$ cat src/rtl/spq_pkg.sv
// ----------------------------------------------------------------------------
// spq_pkg: shared types and codes for the sorted priority queue
// Request and response payloads, operation codes, status codes and the
// per-cycle command that the queue control hands to every cell.
// ----------------------------------------------------------------------------
package spq_pkg;

  // Operation codes carried in the kind field
  localparam logic KIND_PUSH = 1'b0;
  localparam logic KIND_POP  = 1'b1;

  // Status codes returned with every response
  localparam logic [1:0] ST_DONE  = 2'd0;
  localparam logic [1:0] ST_EMPTY = 2'd1;
  localparam logic [1:0] ST_FULL  = 2'd2;

  // Field widths of the external payloads
  localparam int unsigned ValueWidth = 32;
  localparam int unsigned PrioWidth  = 16;
  localparam int unsigned OccWidth   = 5;

  typedef struct packed {
    logic                         kind;
    logic [ValueWidth-1:0]        item_value;
    logic signed [PrioWidth-1:0]  priority_req;
  } spq_req_t;

  typedef struct packed {
    logic [ValueWidth-1:0] popped_value;
    logic [1:0]            status;
    logic                  now_empty;
    logic [OccWidth-1:0]   occupancy;
  } spq_rsp_t;

  // Command broadcast to the whole chain at once
  typedef struct packed {
    logic push;
    logic pop;
  } spq_cmd_t;

endpackage

$ cat src/rtl/spq_cell.sv
// ----------------------------------------------------------------------------
// spq_cell: one slot of the sorted chain
// Holds one entry and its occupied flag. On a push it holds, takes the new
// entry or takes its left neighbour's entry; on a pop it takes its right
// neighbour's entry.
// ----------------------------------------------------------------------------
module spq_cell #(
  parameter int unsigned PLW = 32,
  parameter int unsigned PRW = 16
) (
  input  logic                clk_i,
  input  logic                rst_ni,
  input  spq_pkg::spq_cmd_t   cmd_i,
  input  logic [PLW-1:0]      new_payload_i,
  input  logic [PRW-1:0]      new_prio_i,
  // left neighbour (nearer the head)
  input  logic                left_gt_i,
  input  logic                left_occ_i,
  input  logic [PLW-1:0]      left_payload_i,
  input  logic [PRW-1:0]      left_prio_i,
  // right neighbour (nearer the tail)
  input  logic                right_occ_i,
  input  logic [PLW-1:0]      right_payload_i,
  input  logic [PRW-1:0]      right_prio_i,
  // own contents
  output logic                gt_o,
  output logic                occ_o,
  output logic [PLW-1:0]      payload_o,
  output logic [PRW-1:0]      prio_o
);

  logic           occ_q, occ_d;
  logic [PLW-1:0] payload_q, payload_d;
  logic [PRW-1:0] prio_q, prio_d;

  // stored entry outranks the incoming one: it stays where it is
  assign gt_o = occ_q && ($signed(prio_q) > $signed(new_prio_i));

  // next contents
  always_comb begin
    occ_d     = occ_q;
    payload_d = payload_q;
    prio_d    = prio_q;
    if (cmd_i.push && !gt_o) begin
      if (left_gt_i) begin
        occ_d     = 1'b1;
        payload_d = new_payload_i;
        prio_d    = new_prio_i;
      end else begin
        occ_d     = left_occ_i;
        payload_d = left_payload_i;
        prio_d    = left_prio_i;
      end
    end else if (cmd_i.pop) begin
      occ_d     = right_occ_i;
      payload_d = right_payload_i;
      prio_d    = right_prio_i;
    end
  end

  // occupied flag is control state
  always_ff @(posedge clk_i or negedge rst_ni) begin
    if (!rst_ni) begin
      occ_q <= 1'b0;
    end else begin
      occ_q <= occ_d;
    end
  end

  // entry data, no reset
  always_ff @(posedge clk_i) begin
    payload_q <= payload_d;
    prio_q    <= prio_d;
  end

  assign occ_o     = occ_q;
  assign payload_o = payload_q;
  assign prio_o    = prio_q;

endmodule

$ cat src/rtl/sorted_priority_queue.sv
// ----------------------------------------------------------------------------
// sorted_priority_queue: bounded priority queue in a sorted chain of cells
// Top level: request handshake, entry counter, cell chain and response register.
// ----------------------------------------------------------------------------
// The queue keeps up to CAPACITY entries in a row of cells sorted by descending
// signed priority, the head in cell 0. A push lands behind every entry of
// strictly higher priority and ahead of equal ones, so ties leave last-in
// first-out; a pop returns the head. Every request gives exactly one response
// with status, occupancy and an empty flag. All cells compare against the new
// priority in parallel and shift by one place in the same edge, and the
// response sits in an output register, so a new request is taken every cycle
// unless a waiting response is not being taken. A push on a full queue is
// dropped with status full; a pop on an empty queue returns 0 with status
// empty. Stored payloads keep the low PAYLOAD_WIDTH bits (at most 32) and
// priorities the low PRIORITY_WIDTH bits of the request field.
module sorted_priority_queue #(
  parameter int unsigned CAPACITY       = 16,
  parameter int unsigned PAYLOAD_WIDTH  = 32,
  parameter int unsigned PRIORITY_WIDTH = 16
) (
  input  logic              clk_i,
  input  logic              rst_ni,
  input  logic              req_valid_i,
  output logic              req_ready_o,
  input  spq_pkg::spq_req_t req_i,
  output logic              rsp_valid_o,
  input  logic              rsp_ready_i,
  output spq_pkg::spq_rsp_t rsp_o
);

  localparam int unsigned VW  = spq_pkg::ValueWidth;
  localparam int unsigned PFW = spq_pkg::PrioWidth;
  localparam int unsigned OW  = spq_pkg::OccWidth;
  localparam int unsigned PLW = (PAYLOAD_WIDTH < VW) ? PAYLOAD_WIDTH : VW;
  localparam int unsigned PRW = PRIORITY_WIDTH;
  localparam int unsigned CW  = $clog2(CAPACITY + 1);

  logic                fire;
  spq_pkg::spq_cmd_t   cmd;
  logic [CW-1:0]       count_q, count_d;
  logic                full, empty;
  logic [PLW-1:0]      new_payload;
  logic [PRW-1:0]      new_prio;
  logic [PRW+PFW-1:0]  prio_ext;
  logic [VW+PLW-1:0]   head_ext;
  logic [CW+OW-1:0]    occ_ext;
  logic                rsp_valid_q;
  spq_pkg::spq_rsp_t   rsp_q, rsp_d;

  logic                cell_gt  [CAPACITY];
  logic                cell_occ [CAPACITY];
  logic [PLW-1:0]      cell_pl  [CAPACITY];
  logic [PRW-1:0]      cell_pr  [CAPACITY];

  // handshake: a waiting response only blocks while it is not taken
  assign req_ready_o = !rsp_valid_q || rsp_ready_i;
  assign fire        = req_valid_i && req_ready_o;

  assign full  = (count_q == CW'(CAPACITY));
  assign empty = (count_q == '0);

  assign cmd.push = fire && (req_i.kind == spq_pkg::KIND_PUSH) && !full;
  assign cmd.pop  = fire && (req_i.kind == spq_pkg::KIND_POP) && !empty;

  // incoming entry, cut to the stored widths
  assign new_payload = req_i.item_value[PLW-1:0];
  assign prio_ext    = (PRW + PFW)'(req_i.priority_req);
  assign new_prio    = prio_ext[PRW-1:0];

  // cell chain
  for (genvar i = 0; i < CAPACITY; i++) begin : g_cell
    logic           l_gt, l_occ, r_occ;
    logic [PLW-1:0] l_pl, r_pl;
    logic [PRW-1:0] l_pr, r_pr;

    if (i == 0) begin : g_head
      assign l_gt  = 1'b1;
      assign l_occ = 1'b0;
      assign l_pl  = new_payload;
      assign l_pr  = new_prio;
    end else begin : g_mid
      assign l_gt  = cell_gt[i-1];
      assign l_occ = cell_occ[i-1];
      assign l_pl  = cell_pl[i-1];
      assign l_pr  = cell_pr[i-1];
    end

    if (i == CAPACITY - 1) begin : g_tail
      assign r_occ = 1'b0;
      assign r_pl  = '0;
      assign r_pr  = '0;
    end else begin : g_body
      assign r_occ = cell_occ[i+1];
      assign r_pl  = cell_pl[i+1];
      assign r_pr  = cell_pr[i+1];
    end

    spq_cell #(
      .PLW (PLW),
      .PRW (PRW)
    ) u_cell (
      .clk_i           (clk_i),
      .rst_ni          (rst_ni),
      .cmd_i           (cmd),
      .new_payload_i   (new_payload),
      .new_prio_i      (new_prio),
      .left_gt_i       (l_gt),
      .left_occ_i      (l_occ),
      .left_payload_i  (l_pl),
      .left_prio_i     (l_pr),
      .right_occ_i     (r_occ),
      .right_payload_i (r_pl),
      .right_prio_i    (r_pr),
      .gt_o            (cell_gt[i]),
      .occ_o           (cell_occ[i]),
      .payload_o       (cell_pl[i]),
      .prio_o          (cell_pr[i])
    );
  end

  // entry counter
  always_comb begin
    count_d = count_q;
    if (cmd.push) begin
      count_d = count_q + CW'(1);
    end else if (cmd.pop) begin
      count_d = count_q - CW'(1);
    end
  end

  // response for the current request
  assign head_ext = (VW + PLW)'(cell_pl[0]);
  assign occ_ext  = (CW + OW)'(count_d);

  always_comb begin
    rsp_d.popped_value = cmd.pop ? head_ext[VW-1:0] : '0;
    rsp_d.status       = spq_pkg::ST_DONE;
    if (req_i.kind == spq_pkg::KIND_PUSH) begin
      if (full) begin
        rsp_d.status = spq_pkg::ST_FULL;
      end
    end else if (empty) begin
      rsp_d.status = spq_pkg::ST_EMPTY;
    end
    rsp_d.now_empty = (count_d == '0);
    rsp_d.occupancy = occ_ext[OW-1:0];
  end

  // control registers
  always_ff @(posedge clk_i or negedge rst_ni) begin
    if (!rst_ni) begin
      count_q     <= '0;
      rsp_valid_q <= 1'b0;
    end else begin
      count_q <= count_d;
      if (fire) begin
        rsp_valid_q <= 1'b1;
      end else if (rsp_ready_i) begin
        rsp_valid_q <= 1'b0;
      end
    end
  end

  // response payload
  always_ff @(posedge clk_i) begin
    if (fire) begin
      rsp_q <= rsp_d;
    end
  end

  assign rsp_valid_o = rsp_valid_q;
  assign rsp_o       = rsp_q;

`ifndef SYNTH
  // counter never passes the capacity
  a_count_range: assert property (@(posedge clk_i) disable iff (!rst_ni)
    count_q <= CW'(CAPACITY))
    else $error("entry count above capacity");

  // head cell occupied exactly when the queue is not empty
  a_head_occ: assert property (@(posedge clk_i) disable iff (!rst_ni)
    cell_occ[0] == (count_q != '0))
    else $error("head cell occupancy disagrees with count");

  // tail cell occupied exactly when the queue is full
  a_tail_occ: assert property (@(posedge clk_i) disable iff (!rst_ni)
    cell_occ[CAPACITY-1] == (count_q == CW'(CAPACITY)))
    else $error("tail cell occupancy disagrees with count");

  // a successful pop removes exactly one entry
  a_pop_count: assert property (@(posedge clk_i) disable iff (!rst_ni)
    cmd.pop |=> count_q == $past(count_q) - CW'(1))
    else $error("pop did not remove one entry");

  // a waiting response agrees with the current count
  a_rsp_empty: assert property (@(posedge clk_i) disable iff (!rst_ni)
    rsp_valid_q |-> (rsp_q.now_empty == (count_q == '0)))
    else $error("empty flag disagrees with count");
`endif

endmodule
$ cat config.mk
export PLATFORM = sky130hd
export DESIGN_NAME = sorted_priority_queue
export DESIGN_NICKNAME = d
export VERILOG_FILES = /design/src/rtl/spq_pkg.sv /design/src/rtl/spq_cell.sv /design/src/rtl/sorted_priority_queue.sv
export SDC_FILE = /design/constraint.sdc
export NUM_CORES = 2
export LEC_CHECK = 0
export BUFFER_PORTS_ARGS = -buffer_cell sky130_fd_sc_hd__buf_4
export CAP_MARGIN = 15
export CORE_MARGIN = 2
export CORE_UTILIZATION = 39
export CTS_CLUSTER_SIZE = 8
export DETAILED_ROUTE_END_ITERATION = 7
export SLEW_MARGIN = 10
export SYNTH_ARGS = -nofsm -noshare
export SYNTH_HDL_FRONTEND = slang
export SYNTH_SLANG_ARGS = --single-unit
$ cat constraint.sdc
create_clock -name clk_i -period 7.82 [get_ports clk_i]
set_input_delay 0 -clock clk_i [delete_from_list [all_inputs] [get_ports clk_i]]
set_output_delay 0 -clock clk_i [all_outputs]
set_load 0.05 [all_outputs]
### Yosys cells after proc, flatten, opt, wreduce, memory -nomap -nowiden

Cells that the tools add are included.

| cells by class | value |
|---|---|
| $add $sub $neg | 2 |
| $lt $le $gt $ge | 16 |
| equal/unequal tests | 1 |
| multiplexer cells | 148 |
| bitwise gates (word level) | 1 |
| reduce and logical (&&, ||, !) cells | 76 |

Operators with widths:

| kind | count |
|---|---|
| two-way mux 32 bit | 47 |
| two-way mux 16 bit | 47 |
| greater-than comparator 16 bit | 16 |
| two-way mux 1 bit | 50 |
| logical AND 1 bit | 37 |
| nonzero test 2 bit | 17 |
| logical NOT 1 bit | 19 |
| logical NOT 5 bit | 2 |
| two-way mux 5 bit | 2 |
| adder 5 x 1 -> 5 bit, second input constant | 1 |
| equality test 5 bit, second input constant | 1 |
| subtractor 5 x 1 -> 5 bit, second input constant | 1 |
| two-way mux 2 bit | 2 |
| logical OR 1 bit | 1 |
| NOT 1 bit | 1 |

| storage, ports and cells | value |
|---|---|
| flip-flop bits (word level) | 830 |
| output and inout port bits | 42 |
| word-level logic and storage cells | 298 |

### Longest topological paths before layout

| logic depth | value |
|---|---|
| depth in word-level cells | 8 |
| depth in mapped cells | 14 |

### Cells and area by module

A second synthesis with hierarchy kept.

| second synthesis, totals | value |
|---|---|
| cell total of the unflattened synthesis | 3652 |
| area, all modules | 53043.4 um2 |

Modules (own cells, without submodules):

| module | times used | cells each | area an instance (um2) | seq. area each (um2) |
|---|---|---|---|---|
| spq_cell (g_cell[2].u_cell ...) | 8 | 219 | 3113.0 | 1466.4 |
| spq_cell (g_cell[0].u_cell ...) | 6 | 222 | 3306.9 | 1466.4 |
| spq_cell (g_cell[1].u_cell) | 1 | 222 | 3286.9 | 1466.4 |
| spq_cell (g_cell[10].u_cell) | 1 | 224 | 3180.6 | 1466.4 |
| sorted_priority_queue | 1 | 122 | 1830.5 | 1351.3 |

### Worst setup path before layout

No wires, ideal clock.

| path | value |
|---|---|
| path kind | input-to-reg |
| start | input req_i[13] (netlist bit) |
| end | register g_cell[3].u_cell.payload_q[0], enable pin |
| setup time | 520 ps |
| arrival time | 5706 ps |
| required time | 7300 ps |
| path slack | 1594 ps |
| cell stages on the path | 10 |
| cells stage by stage | clkbuf_1 clkbuf_1 inv_1 ha_1 nand4_1 or4_1 nand3_1 a21oi_1 clkbuf_1 o21ai_0 |

| on the way | value |
|---|---|
| word-level cells in the longest chain between the ends | 5 |

Ends and longest elaborated chain:

| item | RTL line | RTL |
|---|---|---|
| start: declaration | sorted_priority_queue.sv:25 | `input spq_pkg::spq_req_t req_i,` |
| greater-than comparator 16 bit | spq_cell.sv:37 | `assign gt_o = occ_q && ($signed(prio_q) > $signed(new_prio_i));` |
| logical AND 1 bit | spq_cell.sv:37 |  |
| logical NOT 1 bit | spq_cell.sv:44 | `if (cmd_i.push && !gt_o) begin` |
| logical AND 1 bit | spq_cell.sv:44 |  |
| nonzero test 2 bit (no line) | n/a |  |
| end signal: assignment | spq_cell.sv:72 | `payload_q <= payload_d;` |
| end: declaration | spq_cell.sv:33 | `logic [PLW-1:0] payload_q, payload_d;` |

No other way between the ends.
A chain may end at the register's enable or synchronous reset.

### Worst setup path in the final report

| path | value |
|---|---|
| start | input req_i[10] (netlist bit) |
| end | register g_cell[14].u_cell.prio_q[6], enable pin |

| on the way | value |
|---|---|
| word-level cells in the longest chain between the ends | 5 |

Ends and longest elaborated chain:

| item | RTL line | RTL |
|---|---|---|
| greater-than comparator 16 bit | spq_cell.sv:37 |  |
| logical AND 1 bit | spq_cell.sv:37 |  |
| logical NOT 1 bit | spq_cell.sv:44 |  |
| logical AND 1 bit | spq_cell.sv:44 |  |
| nonzero test 2 bit (no line) | n/a |  |
| end signal: assignment | spq_cell.sv:73 | `prio_q <= prio_d;` |
| end: declaration | spq_cell.sv:34 | `logic [PRW-1:0] prio_q, prio_d;` |

No other way between the ends.

==> impl_metrics.env <==
export IMPL_wirelength_mm=175
export IMPL_run_status="complete, no violations"
export IMPL_finClkSkew_ns=0.0601
export IMPL_synth_largest_area_cell="edfxtp_1"
export IMPL_ys_flop_type="edfxtp_1"
export IMPL_chipHeight_um=356
export IMPL_relSlewSlack=0.145
export IMPL_path_cells="dlygate4sd3_1 > buf_4 > inv_1 > ha_1 > and4_1 > nand4_1 > a21o_1 > and4_1 > a211oi_4 > buf_4 > buf_4 > nand2b_1 > nand2_2 > buf_4"
export IMPL_slew_viol_final=0
export IMPL_p_leak_nw=20.6
export IMPL_layout_commonest_cell="edfxtp_1"
export IMPL_wl_per_cell_um=28.4
export IMPL_antenna_found_initial=5
export IMPL_syn_cell_area_um2=48200
export IMPL_hold_viol=0
export IMPL_cpPeakStageDelay_ns=0.64
export IMPL_cts_tree="built"
export IMPL_drt_antenna_violating_nets=0
export IMPL_critPathKind="input port to flop"
export IMPL_worst_setup_path_end_kind="flop"
export IMPL_die_width_um=356
export IMPL_drive_gt1_frac=0.109
export IMPL_rsz0062_at_grt="false"
export IMPL_cts_resized=0
export IMPL_yosysSeqAreaShare=0.515
export IMPL_cts_buffers=114
export IMPL_cts_hold_fix_buffers=55
export IMPL_slowest_stage="buf_4"
export IMPL_dr_total_vias=37700
export IMPL_max_cap_violations=0
export IMPL_cts_root_buf="clkbuf_16"
export IMPL_register_area_um2=24800
export IMPL_gp_congestion=1.01
export IMPL_h_tree_depth=3
export IMPL_syn_num_nets=4853
export IMPL_ys_ff_latch=830
export IMPL_drt_iter0_drc=4329
export IMPL_dr_pass1_iters=8
export IMPL_clk_latency_ns=0.73
export IMPL_syn2layout_area_growth_pct=11.8
export IMPL_start_util=0.394
export IMPL_pre_cts_slack_ns=3.16
export IMPL_grt_ovfl_total=0
export IMPL_postLayoutCoreUtil=0.441
export IMPL_hold_path_class="input port to flop"
export IMPL_grt_total_usage=0.271
export IMPL_multi_input_area_um2=21900
export IMPL_grt_max_degree=94
export IMPL_critPathRequiredTime_ns=8.15
export IMPL_io_pins=95
export IMPL_hpwl_mm=108
export IMPL_num_fill_cells=11400
export IMPL_most_common_layout_cells="edfxtp_1, nand2_1, mux2i_1, o21ai_0, nor2_1"
export IMPL_synth_top_cell_area_share=0.503
export IMPL_synth_warnings=0
export IMPL_fin_crit_ns=4.71
export IMPL_powerDensity_nw_per_um2=311
export IMPL_post_route_drc_count=0
export IMPL_synth_area_per_cell_um2=10.6
export IMPL_async_flop_share=0.0265
export IMPL_arrival_ns=5.03
export IMPL_postCtsSetupBuffers=0
export IMPL_nets=4808
export IMPL_finalSetupTns_ns=0
export IMPL_setup_slack_ns=3.11
export IMPL_setup_violations=0
export IMPL_via_per_inst=6.13
export IMPL_cts_clk_slew_worst_paths_ns=0.05
export IMPL_fmax_mhz=213
export IMPL_cp_common_cell="buf_4"
export IMPL_core_um2=122000
export IMPL_ir_drop_v=0.000192
export IMPL_grt_pass1_wl_mm=252
export IMPL_grt_pass1_vias=36200
export IMPL_synthTopCellsByArea="edfxtp_1, mux2i_1, ha_1"
export IMPL_port_buffers=94
export IMPL_yosysUniqueCellTypes=79
export IMPL_synthCells=4542
export IMPL_tightest_slew_ns=1.28
export IMPL_start_kind="input port"
export IMPL_crit_fanout=35
export IMPL_fin_crit_sh=0.602
export IMPL_cts_sinks=830
export IMPL_num_rows=128
export IMPL_synth_edff_count=808
export IMPL_clk_path_buf_depth=3
export IMPL_dieArea_um2=126000
## state kept, by name (all words and copies together), names as in the netlist
register,flops
rsp_o,40
g_cell.u_cell.occ_o,16
g_cell.u_cell.payload_o,512
g_cell.u_cell.prio_o,256
rsp_valid_o,1
count_q,5
## final timing paths
| path | start | end | slack [ns] | cells past startpoint |
|---|---|---|---|---|
| min in group asynchronous | rst_ni | g_cell[9].u_cell.occ_o | 0.44 | 4 |
| max reg2reg | g_cell[14].u_cell.prio_o[11] | g_cell[14].u_cell.prio_o[6] | 3.30 | 11 |
| min | rsp_ready_i | rsp_o[4] | 0.05 | 4 |
| max in group asynchronous | rst_ni | count_q[2] | 7.17 | 4 |
| min reg2reg | g_cell[15].u_cell.payload_o[29] | g_cell[14].u_cell.payload_o[29] | 0.52 | 1 |
| max | req_i[10] | g_cell[14].u_cell.prio_o[6] | 3.11 | 14 |
## cells in the mapped netlist (all sizes together), types with 8 or more instances
cell and n:
a221o 50, and4 18, nor3b 50, edfxtp 808, and2 34, a21oi 231, clkbuf 269, buf 118
mux2 144, a211oi 12, nor3 57, nand2b 8, nand4 45, inv 63, a31oi 151, dfrtp 22
mux2i 438, and3 99, ha 258, nand3 31, nor2 320, o21ai 427, nand2 736, nor2b 14
o211ai 11, a21o 28
## area by class of cell
cell class	count	area share
diodes	1	0.0000465
clock buffers	135	0.0544
inverters	63	0.00439
multi-input cells	3262	0.406
flip-flops and latches	830	0.461
well taps	1625	0.0378
clock inverters	6	0.00200
repair buffers	226	0.0347
## worst max-delay path, delay by kind of cell
family                   cells  cell delay [ns]
AND/OR/NAND/NOR              5             1.25
buffers and inverters        6             2.76
AO/OA/AOI/OAI                2             0.50
adder cells (fa/ha/maj)      1             0.43
## per-layer routing
| layer | share of wire | global-route usage | up-vias |
|---|---|---|---|
| met1 | 0.42 | 0.364 | 18700 |
| met2 | 0.45 | 0.430 | 1916 |
| met3 | 0.079 | 0.0385 | 431 |
| met5 | 0.000074 | 0 | - |
| met4 | 0.054 | 0.129 | 2 |
| li1 | - | - | 16600 |
## power breakdown
group          internal, mW  total, mW  switching, mW  leakage, nW
logic                  1.89       5.62           3.73         11.2
registers              6.04       6.64          0.601         7.93
clock network          2.58       4.50           1.92         1.47
## kinds of logic after synthesis
kind of cell / count (synthesis) / share of synthesized area
flops: 830 / 0.515
compound gates: 986 / 0.122
fa+ha+maj: 258 / 0.0670
mux: 582 / 0.125
buf+inv: 450 / 0.0389
simple gates: 1432 / 0.132
xor+xnor: 4 / 0.000727
## metrics by stage
step                      area, um^2  instances  power (mW)  hold slack (ns)
after floorplan                48200       4542        10.1           -0.296
after global placement         50200       5950        12.1          -0.0523
after detailed placement       50300       5951        12.2          -0.0570
after CTS                      53900       6147        16.7           0.0171
after global routing           53900       6147        17.4           0.0968
final                          53900       6148        16.8           0.0488
Note: power is estimated with default switching activity, not from simulation.
